$ cat config.mk
export PLATFORM = sky130hd
export DESIGN_NAME = vqd_queue
export DESIGN_NICKNAME = d
export VERILOG_FILES = /design/src/design/vqd_pkg.sv /design/src/design/vqd_queue.sv
export SDC_FILE = /design/constraint.sdc
export NUM_CORES = 1
export LEC_CHECK = 0
export BUFFER_PORTS_ARGS = -buffer_cell sky130_fd_sc_hd__buf_2
export CORE_AREA = 10 10 134 136
export DETAILED_ROUTE_END_ITERATION = 6
export DIE_AREA = 0 0 144 146
export PLACE_DENSITY = 0.47
export SLEW_MARGIN = 0
export SYNTH_ARGS = -nofsm -noshare
export SYNTH_HDL_FRONTEND = slang
export SYNTH_SLANG_ARGS = --single-unit
export TNS_END_PERCENT = 100
$ cat constraint.sdc
create_clock -name clock -period 2.8 [get_ports clock]
set_clock_uncertainty 0.1 [all_clocks]
set_input_delay 0.28 -clock clock [delete_from_list [all_inputs] [get_ports clock]]
set_output_delay 0.28 -clock clock [all_outputs]
set_load 0.1 [all_outputs]
$ cat src/design/vqd_pkg.sv
package vqd_pkg;

   localparam int CODEBOOK_BYTES_DEF  = 32768;
   localparam int FRAME_ADDR_BITS_DEF = 20;

   localparam logic [7:0] FILL_MARK = 8'h0F;
   localparam int ENTRY_BYTES   = 8;
   localparam int WORD_BYTES    = 4;
   localparam int LANE_SEL_BITS = $clog2(ENTRY_BYTES);

   // Widest entry row index, for the largest codebook of 65536 bytes.
   localparam int ENTRY_ROW_MAX_BITS = 13;
   localparam int INDEX_SPAN         = 1 << 16;
   localparam int ADDR_CALC_BITS     = 22;
   localparam int CSR_DATA_BITS      = 11;

   localparam logic [1:0] KIND_FULL  = 2'd0;
   localparam logic [1:0] KIND_PART  = 2'd1;
   localparam logic [1:0] KIND_BLOCK = 2'd2;
   localparam logic [1:0] KIND_NONE  = 2'd3;

   localparam logic [1:0] CSR_BLOCKS_PER_ROW = 2'd0;
   localparam logic [1:0] CSR_BLOCK_ROWS     = 2'd1;
   localparam logic [1:0] CSR_LINE_WIDTH     = 2'd2;
   localparam logic [1:0] CSR_GROUP_SIZE     = 2'd3;

   localparam logic [8:0]  BLOCKS_PER_ROW_RST = 9'd80;
   localparam logic [9:0]  BLOCK_ROWS_RST     = 10'd100;
   localparam logic [10:0] LINE_WIDTH_RST     = 11'd320;
   localparam logic [7:0]  GROUP_SIZE_RST     = 8'd8;

   typedef struct packed {
      logic [1:0]  kind;
      logic [7:0]  data_byte;
      logic [14:0] codebook_address;
      logic        chunk_mark;
      logic [7:0]  pointer_low;
      logic [7:0]  pointer_high;
   } req_type;

   typedef struct packed {
      logic [19:0] pixel_address;
      logic [31:0] pixel_word;
      logic        last;
   } rsp_type;

   typedef struct packed {
      logic [1:0]                    kind;
      logic                          in_range;
      logic                          mark;
      logic [7:0]                    data_byte;
      logic [14:0]                   codebook_address;
      logic                          solid;
      logic [7:0]                    colour;
      logic [ENTRY_ROW_MAX_BITS-1:0] entry_row;
   } cmd_type;

endpackage

$ cat src/design/vqd_queue.sv
module vqd_queue
   import vqd_pkg::*;
(
   input  logic    clock,
   input  logic    reset,
   input  logic    in_valid,
   output logic    in_ready,
   input  cmd_type in_cmd,
   output logic    out_valid,
   input  logic    out_ready,
   output cmd_type out_cmd
);

   cmd_type    slot_ff [2];
   logic       wr_ptr_ff, wr_ptr_in;
   logic       rd_ptr_ff, rd_ptr_in;
   logic [1:0] count_ff, count_in;
   logic       push, pop;

   assign in_ready  = (count_ff != 2'd2);
   assign out_valid = (count_ff != 2'd0);
   assign out_cmd   = slot_ff[rd_ptr_ff];
   assign push      = in_valid && in_ready;
   assign pop       = out_valid && out_ready;

   always_comb begin
      wr_ptr_in = push ? ~wr_ptr_ff : wr_ptr_ff;
      rd_ptr_in = pop ? ~rd_ptr_ff : rd_ptr_ff;
      count_in  = count_ff;
      if (push && !pop) begin
         count_in = count_ff + 2'd1;
      end else if (pop && !push) begin
         count_in = count_ff - 2'd1;
      end
   end

   always_ff @(posedge clock) begin
      if (reset) begin
         wr_ptr_ff <= 1'b0;
         rd_ptr_ff <= 1'b0;
         count_ff  <= 2'd0;
      end else begin
         wr_ptr_ff <= wr_ptr_in;
         rd_ptr_ff <= rd_ptr_in;
         count_ff  <= count_in;
      end
   end

   always_ff @(posedge clock) begin
      if (push) begin
         slot_ff[wr_ptr_ff] <= in_cmd;
      end
   end

endmodule

=== After elaboration in Yosys (flattened, before gate mapping) ===
Memory sizes are Yosys's and may differ from the RTL's. A register that Yosys moved wholly into a read port is not among the register bits.
Cells that the tools add are included.

* $lt $le $gt $ge: 0
* Bitwise operators: 2
* Div/mod/pow operators: 0
* Shifts and indexed selects: 0
* Reduce and logical (&&, ||, !) cells: 8
* Multiplexer cells: 6
* Add/sub/neg operators: 2
* Multiply operators: 0
* Eq/ne operators: 1

{| class="wikitable"
|+ Operators with widths
! kind !! number
|-
| 1-bit logical AND || 4
|-
| 1-bit two-way mux || 4
|-
| 2-bit two-way mux || 2
|-
| 2-bit nonzero test || 2
|-
| 2-bit by 1-bit adder with 2-bit output, second input constant || 1
|-
| 1-bit zero test || 2
|-
| 2-bit != test, second input constant || 1
|-
| 1-bit inverter || 2
|-
| 2-bit by 1-bit subtractor with 2-bit output, second input constant || 1
|}

* Register bits: 4
* Memories: 1
* ROM bits: 0
* RAM bits: 98
* Logic and storage cells: 23
* Latch bits: 0

{| class="wikitable"
|+ Memory list
! name !! words !! bits a word !! read ports !! clocked after Yosys merged registers in !! wr ports !! line !! RTL
|-
| slot_ff || 2 || 49 || 1 || 1 || 1 || vqd_queue.sv:14 || <nowiki>cmd_type slot_ff [2];</nowiki>
|}

=== Depth between registers and ports, before layout ===
* Depth in word-level cells: 6
* Depth in mapped cells: 6
* Gate-level depth less buffers: 6

=== Least setup slack after synthesis ===
No wires, ideal clock.

* Path type: reg-to-reg
* Start: register count_ff[0]
* End: memory slot_ff[1][0] (netlist name) (enable)
* Data required time: 2.288 ns
* Buffers on the path: 0
* Path slack: -0.293 ns
* Period minus slack after synthesis: 3.093 ns
* Arrival: 2.582 ns
* Cell stages (with the launch flop): 3
* Cell sequence: dfxtp_1 > nand2b_1 > and3_1

* Longest elaborated chain between the ends: 4

{| class="wikitable"
|+ RTL lines
! what !! line !! RTL
|-
| start, declared || vqd_queue.sv:17 || <nowiki>logic [1:0] count_ff, count_in;</nowiki>
|-
| start signal, assigned || vqd_queue.sv:45 || <nowiki>count_ff <= count_in;</nowiki>
|-
| 2-bit != test || vqd_queue.sv:20 || <nowiki>assign in_ready = (count_ff != 2'd2);</nowiki>
|-
| via in_ready || vqd_queue.sv:7 || <nowiki>output logic in_ready,</nowiki>
|-
| 1-bit logical AND || vqd_queue.sv:23 || <nowiki>assign push = in_valid && in_ready;</nowiki>
|-
| 1-bit two-way mux || vqd_queue.sv:50 || <nowiki>if (push) begin</nowiki>
|-
| 1-bit two-way mux (implied by the code) || vqd_queue.sv:51 || <nowiki>slot_ff[wr_ptr_ff] <= in_cmd;</nowiki>
|-
| end, declared || vqd_queue.sv:14 ||
|}

The timed path passes the listed nets, and every way through them passes these cells.

==> impl_results.rst <==
.. list-table::
   :header-rows: 1

   * - Metric
     - Value
   * - Top post-synthesis cells by area
     - sky130_fd_sc_hd__edfxtp_1 78%, sky130_fd_sc_hd__mux2_2 15%, sky130_fd_sc_hd__dfxtp_1 2.7%
   * - Capturing element type of the critical path
     - output pin
   * - Max-slew violation total from the final report
     - 0
   * - Root Driver
     - sky130_fd_sc_hd__clkbuf_16
   * - Worst min-delay path category
     - in2reg
   * - Required @ worst endpoint
     - 2.42 ns
   * - Actual transition at the worst max-transition pin
     - 0.528 ns
   * - Core region area
     - 15500 um^2
   * - Final weighted congestion in routability-driven placement
     - 0.635
   * - Most common cell after layout, fill and taps aside
     - sky130_fd_sc_hd__buf_2
   * - Floorplan row count
     - 46
   * - # hold bufs at CTS
     - 0
   * - Stage delay of the slowest cell on the critical path
     - 0.40 ns
   * - Max-slew headroom at the worst pin
     - 64.7%
   * - Total inserted antenna cells
     - 0
   * - RSZ-0062 raised after global routing
     - no
   * - Count of synthesis-stage warnings from yosys
     - 0
   * - Number of distinct library cells after synthesis
     - 19
   * - Aggregate routed wire length
     - 7.89 mm
   * - Avg WL per Cell
     - 16.2 um
   * - Cell chain of the critical path
     - buf_4 > mux2_2 > buf_2
   * - All-layer global routing usage
     - 7.67%
   * - Number of antenna violations at the first check in global routing
     - 0
   * - Highest achievable clock rate
     - 479 MHz
   * - Y dimension of the die
     - 146 um
   * - Crit share post-route
     - 74.6%
   * - Fillers
     - 1555
   * - Count of H-tree levels built during CTS
     - 3
   * - Vias per inst
     - 4.00
   * - Wire length of the first global-routing pass
     - 12.1 mm
   * - Proportion of layout cells with a drive suffix above 1
     - 58.8%
   * - Ports
     - 104
   * - Post-synthesis cell area
     - 3750 um^2
   * - Core occupancy in the finished layout
     - 31.3%
   * - Critical Path AT
     - 1.71 ns
   * - Minimum clock period
     - 2.09 ns
   * - Synth area leader
     - sky130_fd_sc_hd__edfxtp_1
   * - Clock latency at the later pin of the worst-skew pair
     - 0.34 ns
   * - Max FO, Critical Path
     - 27
   * - Fraction of synthesized cell area taken by the top area cell type
     - 78.5%
   * - Initial Util
     - 24.2%
   * - Outcome
     - finished clean
   * - Global-route congestion overflow total
     - 0
   * - Fin nets
     - 343
   * - Cell total after placement
     - 470
   * - Synthesized instance count
     - 176
   * - Number of clock buffers inserted by TritonCTS
     - 9
   * - Register area share after synthesis
     - 81.1%
   * - Initial DRC count
     - 73
   * - Signed area change from the synthesized netlist to the final layout
     - 29.0%
   * - Clock tree from TritonCTS
     - built
   * - Post-route insts no fill
     - 486
   * - Via count of the first global-routing pass
     - 2185
   * - Commonest non-fill, non-tap cells in the layout
     - 103 x sky130_fd_sc_hd__buf_2, 98 x sky130_fd_sc_hd__edfxtp_1, 49 x sky130_fd_sc_hd__mux2_2
   * - Number of routed nets with antenna violations
     - 0
   * - Post-CTS setup-driven buffer insertion count
     - 0
   * - Critical path's slowest cell
     - sky130_fd_sc_hd__mux2_2
   * - CTS Sinks
     - 103
   * - Input/output buffers
     - 103
   * - Pin count of the biggest net entering global routing
     - 33
   * - Number of gates resized after CTS
     - 0
   * - Number of maximum-capacitance constraint violations
     - 0
   * - HPWL after detailed placement
     - 5.39 mm
   * - Detailed-route DRC error count
     - 0
   * - Synth Register Bits
     - 103
   * - Count of endpoints failing hold in the final timing report
     - 0
   * - Average size of a mapped cell
     - 21.3 um^2
   * - Crit path launch type
     - register
   * - Path type of the worst setup path
     - reg2out
   * - Horizontal die dimension
     - 144 um
   * - Detailed-route via count
     - 1943
   * - Drt first pass iters
     - 4
   * - Final number of setup-violating endpoints
     - 0
   * - Die footprint
     - 21000 um^2
   * - Max Buffers Root-to-Sink
     - 2
   * - Clock-pin slew on the worst setup and hold paths
     - 0.07 ns
   * - Net Count, Synth
     - 230
   * - Setup_tns
     - 0 ns
==> critical path: cells and delay by family, from the launching register on <==
family | cells | cell delay [ns]
flip-flops | 1 | 0.32
multiplexers | 1 | 0.40
buffers and inverters | 2 | 0.64
==> path summary, 6_finish.rpt <==
check	slack, ns	cells past startpoint	from	endpoint
max	0.71	3	register	out_cmd[41]
min reg2reg	0.41	2	rd_ptr_ff$_SDFFE_PP0P_	rd_ptr_ff$_SDFFE_PP0P_
max reg2reg	0.84	4	count_ff[0]$_SDFFE_PP0P_	slot_ff[0][11]$_DFFE_PP_
min	0.03	1	in_cmd[18]	slot_ff[1][18]$_DFFE_PP_
==> area by class of cell <==
| cell class | instances | area (um^2) | share of cell area, % |
|---|---|---|---|
| sequential | 103 | 3040 | 62.9 |
| multi-input combinational | 67 | 672 | 13.9 |
| timing repair buffer | 107 | 571 | 11.8 |
| tap | 192 | 240 | 4.96 |
| clock buffer | 11 | 233 | 4.81 |
| clock inverter | 5 | 72.6 | 1.50 |
| inverter | 1 | 7.51 | 0.155 |
==> cell families (layout without fill, tap and decap cells) <==
family | count (synthesis) | in the layout | synth area share, %
xor+xnor | 3 | 3 | 0.701
flops | 103 | 103 | 81.1
buf+inv | 6 | 124 | 1.00
fa+ha+maj | 1 | 1 | 0.334
compound gates | 5 | 5 | 0.801
mux | 49 | 49 | 14.7
simple gates | 9 | 9 | 1.33
==> Yosys cell counts, drive strengths merged <==
cell type and instances:
inv 1, xor2 3, edfxtp 98, buf 5
o21ai 2, or2 1, dfxtp 5, or3 1
nor2 3, and3 1, ha 1, and2 1
nand3b 1, nand2b 1, a21oi 2, a21bo 1
mux2 49
==> through the flow <==
step	hold slack, ns	cell area, um^2	worst slack, ns
floorplan	0.249	3760	0.127
detailed placement	0.372	4530	0.792
global route	0.00935	4840	0.606
finish	0.0264	4840	0.710
CTS	0.00722	4840	0.651
global placement	0.370	4530	0.877
==> layer usage <==
layer | track usage (%) | vias to the layer above | wire length (um)
met5 | 0 | - | 0
met3 | 3.59 | 11 | 665
met1 | 8.79 | 953 | 3440
li1 | - | 917 | -
met2 | 11.6 | 62 | 3640
met4 | 3.98 | 0 | 147
==> state kept, by name (all words and copies together) (netlist names), named ones only <==
register and cells:
rd_ptr_ff 1, wr_ptr_ff 1, slot_ff 98, count_ff 2
Power is not shown: default switching activity piles up to over one toggle a cycle in this logic, so the estimate is an artifact.
